## config.mk

```make
export PLATFORM = sky130hd
export DESIGN_NAME = speculative_return_address_stack_top_flat
export DESIGN_NICKNAME = d
export VERILOG_FILES = /design/src/rtl/core/sras_pkg.sv /design/src/rtl/core/sras_req_if.sv /design/src/rtl/core/sras_rsp_if.sv /design/src/rtl/core/sras_ctrl.sv /design/src/rtl/core/sras_dpath.sv /design/src/rtl/core/speculative_return_address_stack_top.sv /design/src/flat_wrapper.sv
export VERILOG_INCLUDE_DIRS = /design/src /design/src/rtl/core
export SDC_FILE = /design/constraint.sdc
export NUM_CORES = 2
export LEC_CHECK = 0
export BUFFER_PORTS_ARGS = -buffer_cell sky130_fd_sc_hd__buf_4
export CAP_MARGIN = 0
export CORE_UTILIZATION = 60
export CTS_CLUSTER_SIZE = 14
export DETAILED_ROUTE_END_ITERATION = 10
export PLACE_DENSITY = 0.77
export SYNTH_ARGS = -nofsm -noshare
export SYNTH_HDL_FRONTEND = slang
export SYNTH_SLANG_ARGS = --single-unit
export TNS_END_PERCENT = 5
```

## constraint.sdc

```tcl
create_clock -name clk -period 11.4 [get_ports clk]
set_clock_uncertainty 0.05 [all_clocks]
set_input_delay 2.28 -clock clk [delete_from_list [all_inputs] [get_ports clk]]
set_output_delay 2.28 -clock clk [all_outputs]
set_load 0.01 [all_outputs]
```

## src/rtl/core/speculative_return_address_stack_top_macros.svh

```systemverilog
// Assertion macros for the speculative return-address stack.
// Used by the controller and the datapath; needs clk and arst_n in scope.
`ifndef SPECULATIVE_RETURN_ADDRESS_STACK_TOP_MACROS_SVH
`define SPECULATIVE_RETURN_ADDRESS_STACK_TOP_MACROS_SVH

`ifndef SYNTHESIS
// Plain property, checked out of reset
`define SRAS_ASSERT(lbl, prop, msg) \
	lbl: assert property (@(posedge clk) disable iff (!arst_n) (prop)) else $error(msg);
// Condition in this cycle implies the consequent in the next
`define SRAS_ASSERT_NEXT(lbl, cond, conseq, msg) \
	lbl: assert property (@(posedge clk) disable iff (!arst_n) (cond) |=> (conseq)) \
		else $error(msg);
`else
`define SRAS_ASSERT(lbl, prop, msg)
`define SRAS_ASSERT_NEXT(lbl, cond, conseq, msg)
`endif

`endif

```

## src/rtl/core/sras_pkg.sv

```systemverilog
// Package for the speculative return-address stack.
// Widths, operation codes, default depths and the controller command struct.
`timescale 1ns / 1ps

package sras_pkg;

	localparam int unsigned FUNC_W = 3;
	localparam int unsigned ADDR_W = 64;

	localparam int unsigned DEF_SPEC_DEPTH = 16;
	localparam int unsigned DEF_COMMITTED_DEPTH = 16;

	// request operation codes; the remaining codes are no-ops
	typedef enum logic [FUNC_W-1:0] {
		FN_SPEC_PUSH = 3'd0,
		FN_SPEC_POP  = 3'd1,
		FN_COM_PUSH  = 3'd2,
		FN_COM_POP   = 3'd3,
		FN_RECOVER   = 3'd4
	} func_e_t;

	typedef enum logic {
		ST_IDLE,
		ST_RESULT
	} state_t;

	// one strobe per accepted operation
	typedef struct packed {
		logic sp_push;
		logic sp_pop;
		logic com_push;
		logic com_pop;
		logic recover;
	} cmd_t;

endpackage

```

## src/rtl/core/sras_req_if.sv

```systemverilog
// Request channel of the speculative return-address stack.
// Depends on sras_pkg for field widths.
`timescale 1ns / 1ps

interface sras_req_if;
	import sras_pkg::*;

	logic              valid;
	logic              ready;
	logic [FUNC_W-1:0] func;
	logic [ADDR_W-1:0] ret_addr;

	modport source (output valid, func, ret_addr, input ready);
	modport sink   (input valid, func, ret_addr, output ready);
endinterface

```

## src/rtl/core/sras_rsp_if.sv

```systemverilog
// Result channel of the speculative return-address stack.
// Depends on sras_pkg for field widths.
`timescale 1ns / 1ps

interface sras_rsp_if;
	import sras_pkg::*;

	logic              valid;
	logic              ready;
	logic [ADDR_W-1:0] predicted_addr;
	logic              from_committed;

	modport source (output valid, predicted_addr, from_committed, input ready);
	modport sink   (input valid, predicted_addr, from_committed, output ready);
endinterface

```

## src/rtl/core/sras_ctrl.sv

```systemverilog
// Controller: handshakes, operation decode and result-valid state machine.
// Depends on sras_pkg and the assertion macro header.
`timescale 1ns / 1ps
`include "speculative_return_address_stack_top_macros.svh"

module sras_ctrl (
	input  logic                       clk,
	input  logic                       arst_n,
	input  logic                       req_valid,
	input  logic [sras_pkg::FUNC_W-1:0] req_func,
	output logic                       req_ready,
	output logic                       rsp_valid,
	input  logic                       rsp_ready,
	output sras_pkg::cmd_t             cmd
);
	import sras_pkg::*;

	state_t state_q, state_nxt;
	logic   acc;
	logic   is_pop;

	// state register
	always_ff @(posedge clk or negedge arst_n) begin
		if (!arst_n) begin
			state_q <= ST_IDLE;
		end else begin
			state_q <= state_nxt;
		end
	end

	// outputs: handshakes and operation strobes
	always_comb begin
		rsp_valid = (state_q == ST_RESULT);
		req_ready = (state_q == ST_IDLE) || rsp_ready;
		acc       = req_valid && req_ready;
		cmd       = '0;
		unique case (func_e_t'(req_func))
			FN_SPEC_PUSH: cmd.sp_push   = acc;
			FN_SPEC_POP:  cmd.sp_pop    = acc;
			FN_COM_PUSH:  cmd.com_push  = acc;
			FN_COM_POP:   cmd.com_pop   = acc;
			FN_RECOVER:   cmd.recover   = acc;
			default:      cmd           = '0;
		endcase
		is_pop = cmd.sp_pop || cmd.com_pop;
	end

	// next state: a pop holds a result until it is taken
	always_comb begin
		state_nxt = state_q;
		unique case (state_q)
			ST_IDLE: begin
				if (is_pop) state_nxt = ST_RESULT;
			end
			ST_RESULT: begin
				if (rsp_ready) state_nxt = is_pop ? ST_RESULT : ST_IDLE;
			end
			default: state_nxt = ST_IDLE;
		endcase
	end

	// checks
	`SRAS_ASSERT_NEXT(a_pop_gives_result, is_pop, rsp_valid, "pop without result")
	`SRAS_ASSERT(a_strobes_onehot, $onehot0(cmd), "more than one operation strobe")
	`SRAS_ASSERT_NEXT(a_rsp_held, rsp_valid && !rsp_ready, rsp_valid, "result dropped while stalled")
endmodule

```

## src/rtl/core/sras_dpath.sv

```systemverilog
// Datapath: pointers, valid bits, speculative and committed stack memories.
// Depends on sras_pkg and the assertion macro header.
`timescale 1ns / 1ps
`include "speculative_return_address_stack_top_macros.svh"

module sras_dpath #(
	parameter int unsigned SPEC_DEPTH      = sras_pkg::DEF_SPEC_DEPTH,
	parameter int unsigned COMMITTED_DEPTH = sras_pkg::DEF_COMMITTED_DEPTH
) (
	input  logic                        clk,
	input  logic                        arst_n,
	input  sras_pkg::cmd_t              cmd,
	input  logic [sras_pkg::ADDR_W-1:0] ret_addr,
	output logic [sras_pkg::ADDR_W-1:0] predicted_addr,
	output logic                        from_committed
);
	import sras_pkg::*;

	localparam int unsigned SPW = (SPEC_DEPTH > 1) ? $clog2(SPEC_DEPTH) : 1;
	localparam int unsigned CPW = (COMMITTED_DEPTH > 1) ? $clog2(COMMITTED_DEPTH) : 1;
	localparam logic [SPW-1:0] SPEC_LAST = SPW'(SPEC_DEPTH - 1);
	localparam logic [CPW-1:0] COM_LAST  = CPW'(COMMITTED_DEPTH - 1);

	logic [SPW-1:0] spec_top_q, spec_up, spec_dn;
	logic [CPW-1:0] com_top_q, com_up, com_dn;
	logic [CPW-1:0] shadow_q, shadow_up, shadow_dn;
	logic [CPW-1:0] com_raddr;

	logic [SPEC_DEPTH-1:0]      spec_vld_q;
	logic [COMMITTED_DEPTH-1:0] com_vld_q;

	logic [ADDR_W-1:0] spec_mem [SPEC_DEPTH];
	logic [ADDR_W-1:0] com_mem  [COMMITTED_DEPTH];

	logic [ADDR_W-1:0] spec_rd_q, com_rd_q;
	logic              com_rvld_q;
	logic              src_com_q;

	// circular pointer steps
	always_comb begin
		spec_up   = (spec_top_q == SPEC_LAST) ? '0 : spec_top_q + 1'b1;
		spec_dn   = (spec_top_q == '0) ? SPEC_LAST : spec_top_q - 1'b1;
		com_up    = (com_top_q == COM_LAST) ? '0 : com_top_q + 1'b1;
		com_dn    = (com_top_q == '0) ? COM_LAST : com_top_q - 1'b1;
		shadow_up = (shadow_q == COM_LAST) ? '0 : shadow_q + 1'b1;
		shadow_dn = (shadow_q == '0) ? COM_LAST : shadow_q - 1'b1;
		com_raddr = cmd.com_pop ? com_top_q : shadow_q;
	end

	// pointers
	always_ff @(posedge clk or negedge arst_n) begin
		if (!arst_n) begin
			spec_top_q <= '0;
			com_top_q  <= '0;
			shadow_q   <= '0;
		end else begin
			priority if (cmd.sp_push) begin
				spec_top_q <= spec_up;
				shadow_q   <= shadow_up;
			end else if (cmd.sp_pop) begin
				spec_top_q <= spec_dn;
				shadow_q   <= shadow_dn;
			end else if (cmd.com_push) begin
				com_top_q <= com_up;
			end else if (cmd.com_pop) begin
				com_top_q <= com_dn;
			end else if (cmd.recover) begin
				shadow_q <= com_top_q;
			end
		end
	end

	// valid bits; an invalid committed entry reads as zero
	always_ff @(posedge clk or negedge arst_n) begin
		if (!arst_n) begin
			spec_vld_q <= '0;
			com_vld_q  <= '0;
		end else begin
			if (cmd.recover) begin
				spec_vld_q <= '0;
			end else if (cmd.sp_push) begin
				spec_vld_q[spec_up] <= 1'b1;
			end
			if (cmd.com_push) begin
				com_vld_q[com_up] <= 1'b1;
			end
		end
	end

	// speculative stack memory, registered read
	always_ff @(posedge clk) begin
		if (cmd.sp_push) begin
			spec_mem[spec_up] <= ret_addr;
		end
		if (cmd.sp_pop) begin
			spec_rd_q <= spec_mem[spec_top_q];
		end
	end

	// committed stack memory, registered read at shadow or committed top
	always_ff @(posedge clk) begin
		if (cmd.com_push) begin
			com_mem[com_up] <= ret_addr;
		end
		if (cmd.sp_pop || cmd.com_pop) begin
			com_rd_q   <= com_mem[com_raddr];
			com_rvld_q <= com_vld_q[com_raddr];
			src_com_q  <= cmd.com_pop || !spec_vld_q[spec_top_q];
		end
	end

	// result select
	always_comb begin
		from_committed = src_com_q;
		if (src_com_q) begin
			predicted_addr = com_rvld_q ? com_rd_q : '0;
		end else begin
			predicted_addr = spec_rd_q;
		end
	end

	// checks
	`SRAS_ASSERT_NEXT(a_recover_clears, cmd.recover, spec_vld_q == '0, "valid bits left")
	`SRAS_ASSERT_NEXT(a_recover_shadow, cmd.recover, shadow_q == $past(com_top_q), "shadow not restored")
	`SRAS_ASSERT_NEXT(a_push_marks, cmd.sp_push, spec_vld_q[spec_top_q], "pushed entry not valid")
endmodule

```

## src/rtl/core/speculative_return_address_stack_top.sv

```systemverilog
// Speculative return-address stack, a return-address predictor with a committed backing stack.
// Push, pop and recover requests arrive one per cycle; a pop's result is held in the result
// register until taken, and a new request is accepted in the same cycle the result is taken, so
// the sustained rate is one request per cycle (a pop's result appears in the cycle after accept,
// behind the registered reads of the speculative and committed stack memories). While a
// result waits untaken the request side stalls. No clearing pass follows reset: valid-bit
// flip-flops clear at once on reset, and the speculative ones also on recover. Depends on
// sras_pkg, the two channel interfaces, sras_ctrl and sras_dpath.
`timescale 1ns / 1ps

module speculative_return_address_stack_top #(
	parameter int unsigned SPEC_DEPTH      = sras_pkg::DEF_SPEC_DEPTH,
	parameter int unsigned COMMITTED_DEPTH = sras_pkg::DEF_COMMITTED_DEPTH
) (
	input logic        clk,
	input logic        arst_n,
	sras_req_if.sink   req,
	sras_rsp_if.source rsp
);
	import sras_pkg::*;

	cmd_t cmd;

	// control
	sras_ctrl u_ctrl (
		.clk       (clk),
		.arst_n    (arst_n),
		.req_valid (req.valid),
		.req_func  (req.func),
		.req_ready (req.ready),
		.rsp_valid (rsp.valid),
		.rsp_ready (rsp.ready),
		.cmd       (cmd)
	);

	// stacks and pointers
	sras_dpath #(
		.SPEC_DEPTH      (SPEC_DEPTH),
		.COMMITTED_DEPTH (COMMITTED_DEPTH)
	) u_dpath (
		.clk            (clk),
		.arst_n         (arst_n),
		.cmd            (cmd),
		.ret_addr       (req.ret_addr),
		.predicted_addr (rsp.predicted_addr),
		.from_committed (rsp.from_committed)
	);
endmodule

```

## src/flat_wrapper.sv

```systemverilog
// flat-port wrapper written by rule: the top's interface ports become plain ports
module speculative_return_address_stack_top_flat import sras_pkg::*;
#(
	parameter int unsigned SPEC_DEPTH      = sras_pkg::DEF_SPEC_DEPTH,
	parameter int unsigned COMMITTED_DEPTH = sras_pkg::DEF_COMMITTED_DEPTH
)
  (clk, arst_n, req_valid, req_func, req_ret_addr, req_ready, rsp_valid, rsp_predicted_addr, rsp_from_committed, rsp_ready);
  sras_req_if req_i ();
  sras_rsp_if rsp_i ();
  input logic clk;
  input logic arst_n;
  input wire logic [$bits(req_i.valid)-1:0] req_valid;
  input wire logic [$bits(req_i.func)-1:0] req_func;
  input wire logic [$bits(req_i.ret_addr)-1:0] req_ret_addr;
  output wire logic [$bits(req_i.ready)-1:0] req_ready;
  output wire logic [$bits(rsp_i.valid)-1:0] rsp_valid;
  output wire logic [$bits(rsp_i.predicted_addr)-1:0] rsp_predicted_addr;
  output wire logic [$bits(rsp_i.from_committed)-1:0] rsp_from_committed;
  input wire logic [$bits(rsp_i.ready)-1:0] rsp_ready;
  assign req_i.valid = req_valid;
  assign req_i.func = req_func;
  assign req_i.ret_addr = req_ret_addr;
  assign req_ready = req_i.ready;
  assign rsp_valid = rsp_i.valid;
  assign rsp_predicted_addr = rsp_i.predicted_addr;
  assign rsp_from_committed = rsp_i.from_committed;
  assign rsp_i.ready = rsp_ready;
  speculative_return_address_stack_top #(.SPEC_DEPTH(SPEC_DEPTH), .COMMITTED_DEPTH(COMMITTED_DEPTH)) u_core (.clk(clk), .arst_n(arst_n), .req(req_i), .rsp(rsp_i));
endmodule
```

==> impl_metrics.py <==
metrics = {
    "cells_and_area": {
        "final_util": 0.6741,
        "final_nets": 4801,
        "layout_common_cells": "2178 x edfxtp_1, 326 x mux4_2, 267 x nand2_1",
        "layout_commonest_cell": "edfxtp_1",
        "syn_to_final_growth_pct": 11.53,
        "regArea_um2": 66540,
        "fillCellCount": 8621,
        "multi_input_comb_area_um2": 17890,
        "drive_above_1_share": 0.1926,
    },
    "sta": {
        "timing.slew.headroom": 0.1238,
        "maxSlewViolCount": 0,
        "max_freq_ghz": 0.1631,
        "tightest_slew_ps": 1307,
        "finalSetupViolCount": 0,
        "hold_viol_final": 0,
        "rsz0062_at_grt": "false",
        "tns_ps": 0,
        "fin_crit_ps": 6132,
        "timing.final.crit_share": 0.5379,
    },
    "placement": {
        "gp_congestion": 0.8355,
        "portBuffers": 137,
        "dp_hpwl_mm": 115.0,
    },
    "yosys": {
        "ys_seq_area_frac": 0.7774,
        "synth_edf_count": 2178,
        "synth.avg_cell_area_um2": 18.83,
        "synth_cells": 4545,
        "synth_top_area_cell": "edfxtp_1",
        "yosysTopAreaCellShare": 0.7643,
        "synth_area_um2": 85580,
        "synth.distinct_cells": 69,
        "ys_ff_latch": 2223,
        "syn_nets": 4627,
        "synthArstFlopShare": 0.02024,
        "yosys_warnings": 0,
        "synth_area_leaders": "edfxtp_1 76%, mux4_2 8.6%, a211oi_1 1.7%, mux2i_1 1.4%, dfrtp_1 1.3%",
        "yosys_most_used_dff": "edfxtp_1",
    },
    "drt": {
        "avgViaCountPerCell": 7.071,
        "ant_nets": 0,
        "wl_per_cell_um": 33.18,
        "drt_iter0_markers": 7814,
        "totalWireLength_mm": 224.9,
        "drc_errors": 0,
        "vias": 47930,
        "dr.pass1.iters": 6,
    },
    "clock_tree": {
        "cts_resized": 0,
        "cts_max_path_buffers": 3,
        "root_buffer": "clkbuf_16",
        "clkTransAtPathRegs_ps": 60,
        "numCtsBuffers": 206,
        "clock_latency_ps": 860,
        "cts_tree": "yes",
        "cts_sinks": 2223,
        "h-tree-depth": 4,
        "hold_buffers": 0,
        "post_cts_buffers": 0,
    },
    "global_route": {
        "grt_use_total": 0.3111,
        "first_global_vias": 47420,
        "grt_pass1_wl_mm": 322.7,
        "overflow": 0,
        "antenna_found_initial": 6,
        "grt_max_degree": 69,
    },
    "run": {
        "maxCapViolations": 0,
    },
    "setup_path": {
        "required_ps": 9070,
        "crit_arrival_ps": 3800,
        "crit_chain": "buf_4 > nor2b_1 > inv_2 > buf_4",
        "endpoint_kind": "output pin",
        "cp_slowest_cell": "nor2b_1",
        "path_class": "in -> out",
        "cpLargestDelayFamily": "simple AND/OR/NAND/NOR gates",
        "critPathMaxStageDelay_ps": 820,
        "cp_max_fo": 10,
        "crit_top_cell": "buf_4",
        "critical_path_buf_inv_count": 3,
        "start_kind": "primary input",
    },
    "floorplanning": {
        "ios": 138,
        "start_util": 0.6044,
        "fp.dieH_um": 379.7,
        "die_area_um2": 144100,
        "fp-row-count": 138,
        "die_w_um": 379.7,
        "core_area_um2": 141600,
    },
    "run_status": {
        "status": "completed",
    },
    "worst_hold_path": {
        "hold_class": "reg -> reg",
    },
    "power": {
        "peakVddDrop_mv": 0.2285,
        "powerDensity_nw_per_um2": 226.7,
        "cellLeakagePower_nw": 31.00,
    },
}
==> worst reg2reg max path, cell delays in order, from the launching register on <==
cell and delay (ps):
dfrtp_4 740, buf_4 820, ha_1 490, mux2_2 230, a21oi_1 250, nor2_4 980
buf_4 920
==> layout make-up <==
type,instances,area share
diodes,1,0.00002622
clock buffers,269,0.05759
clock inverters,107,0.01033
inverters,78,0.003068
multi-input cells,1962,0.1875
flip-flops and latches,2223,0.6972
well taps,1890,0.02478
repair buffers,248,0.01951
==> cells by family (layout without fill, tap and decap cells) <==
kind of cell | after synthesis | count (layout) | share of synthesized area
flops | 2223 | 2223 | 0.7774
compound gates | 918 | 918 | 0.07040
simple gates | 573 | 573 | 0.03101
mux | 453 | 453 | 0.1009
buf+inv | 360 | 702 | 0.01793
fa+ha+maj | 11 | 11 | 0.001608
xor+xnor | 7 | 7 | 0.0007164
other cells | 0 | 1 | 0
==> path summary, 6_finish.rpt <==
| kind | endpoint | slack, ps | start | cells past startpoint |
|---|---|---|---|---|
| max | req_ready | 5270 | rsp_ready | 4 |
| min | u_core.u_dpath.com_vld_q[0]$_DFFE_PN0N_ | 420 | u_core.u_dpath.com_vld_q[0]$_DFFE_PN0N_ | 1 |
| max reg2reg | u_core.u_dpath.spec_mem[14][63]$_DFFE_PP_ | 6480 | u_core.u_dpath.spec_top_q[1]$_DFFE_PN0P_ | 6 |
| min reg2reg | u_core.u_dpath.com_vld_q[0]$_DFFE_PN0N_ | 420 | u_core.u_dpath.com_vld_q[0]$_DFFE_PN0N_ | 1 |
| max in group asynchronous | u_core.u_dpath.spec_top_q[1]$_DFFE_PN0P_ | 9370 | arst_n | 1 |
| min in group asynchronous | u_core.u_ctrl.rsp_valid$_DFF_PN0_ | 1370 | arst_n | 1 |
==> power breakdown <==
part	switching (mW)	leakage [nW]	internal, mW	total (mW)
combinational	3.32	7.68	2.13	5.46
sequential	0.214	20.2	9.32	9.54
clock	2.96	3.15	3.68	6.64
total	6.50	31.0	15.1	21.6
==> stage by stage <==
step           area [µm²]  cells  worst slack, ps  hold slack [ps]  power, mW
6_report            95440   6778             5268            419.5      21.63
3_5_place_dp        88960   6401             4693            399.6      15.00
3_3_place_gp        88960   6401             4806            395.6      14.87
2_1_floorplan       85580   4545             3005            380.2      13.27
4_1_cts             95440   6777             5298            414.1      21.56
5_1_grt             95440   6777             5176            424.6      22.21
==> cell usage after synthesis, types with 4 or more instances <==
cell and count:
buf_6 8, a211oi_1 196, a211o_1 54, o221ai_1 31, inv_1 76, xor2_1 4
o31ai_1 6, a31oi_1 35, nand3_1 21, buf_2 70, a21oi_1 188, a32oi_1 7
nor2_1 61, clkbuf_1 162, buf_4 9, or2_2 18, mux2i_1 119, nor2b_1 5
a21o_1 16, nand2_1 270, buf_1 32, mux2_2 5, a311o_1 10, nand4_1 4
edfxtp_1 2178, o22ai_1 95, a221o_1 4, mux4_2 326, ha_1 11, and2_1 22
a22oi_1 19, nand2b_1 4, dfrtp_1 45, nor3_1 98, o21ai_0 193, and3_1 53
o21ai_1 6, a221oi_1 35
==> per-layer routing <==
metal	share of wire	up-vias	track usage	wire [µm]
met2	0.46	4005	0.4664	102400
met5	0.00023	-	0	52
met1	0.36	24280	0.4396	80500
met4	0.046	6	0.1311	10280
li1	-	18950	-	-
met3	0.14	693	0.08105	31680
==> flip-flops by register name (all words and copies together), names as in the netlist <==
signal	flops
u_core.u_dpath.shadow_q	4
u_core.u_dpath.com_rvld_q	1
u_core.u_dpath.spec_top_q	4
u_core.u_dpath.com_rd_q	64
u_core.u_dpath.spec_mem	1024
u_core.u_dpath.from_committed	1
u_core.u_dpath.com_mem	1024
u_core.u_dpath.spec_vld_q	16
u_core.u_ctrl.rsp_valid	1
u_core.u_dpath.spec_rd_q	64
u_core.u_dpath.com_vld_q	16
u_core.u_dpath.com_top_q	4
Power figures use the tool's default switching activity.
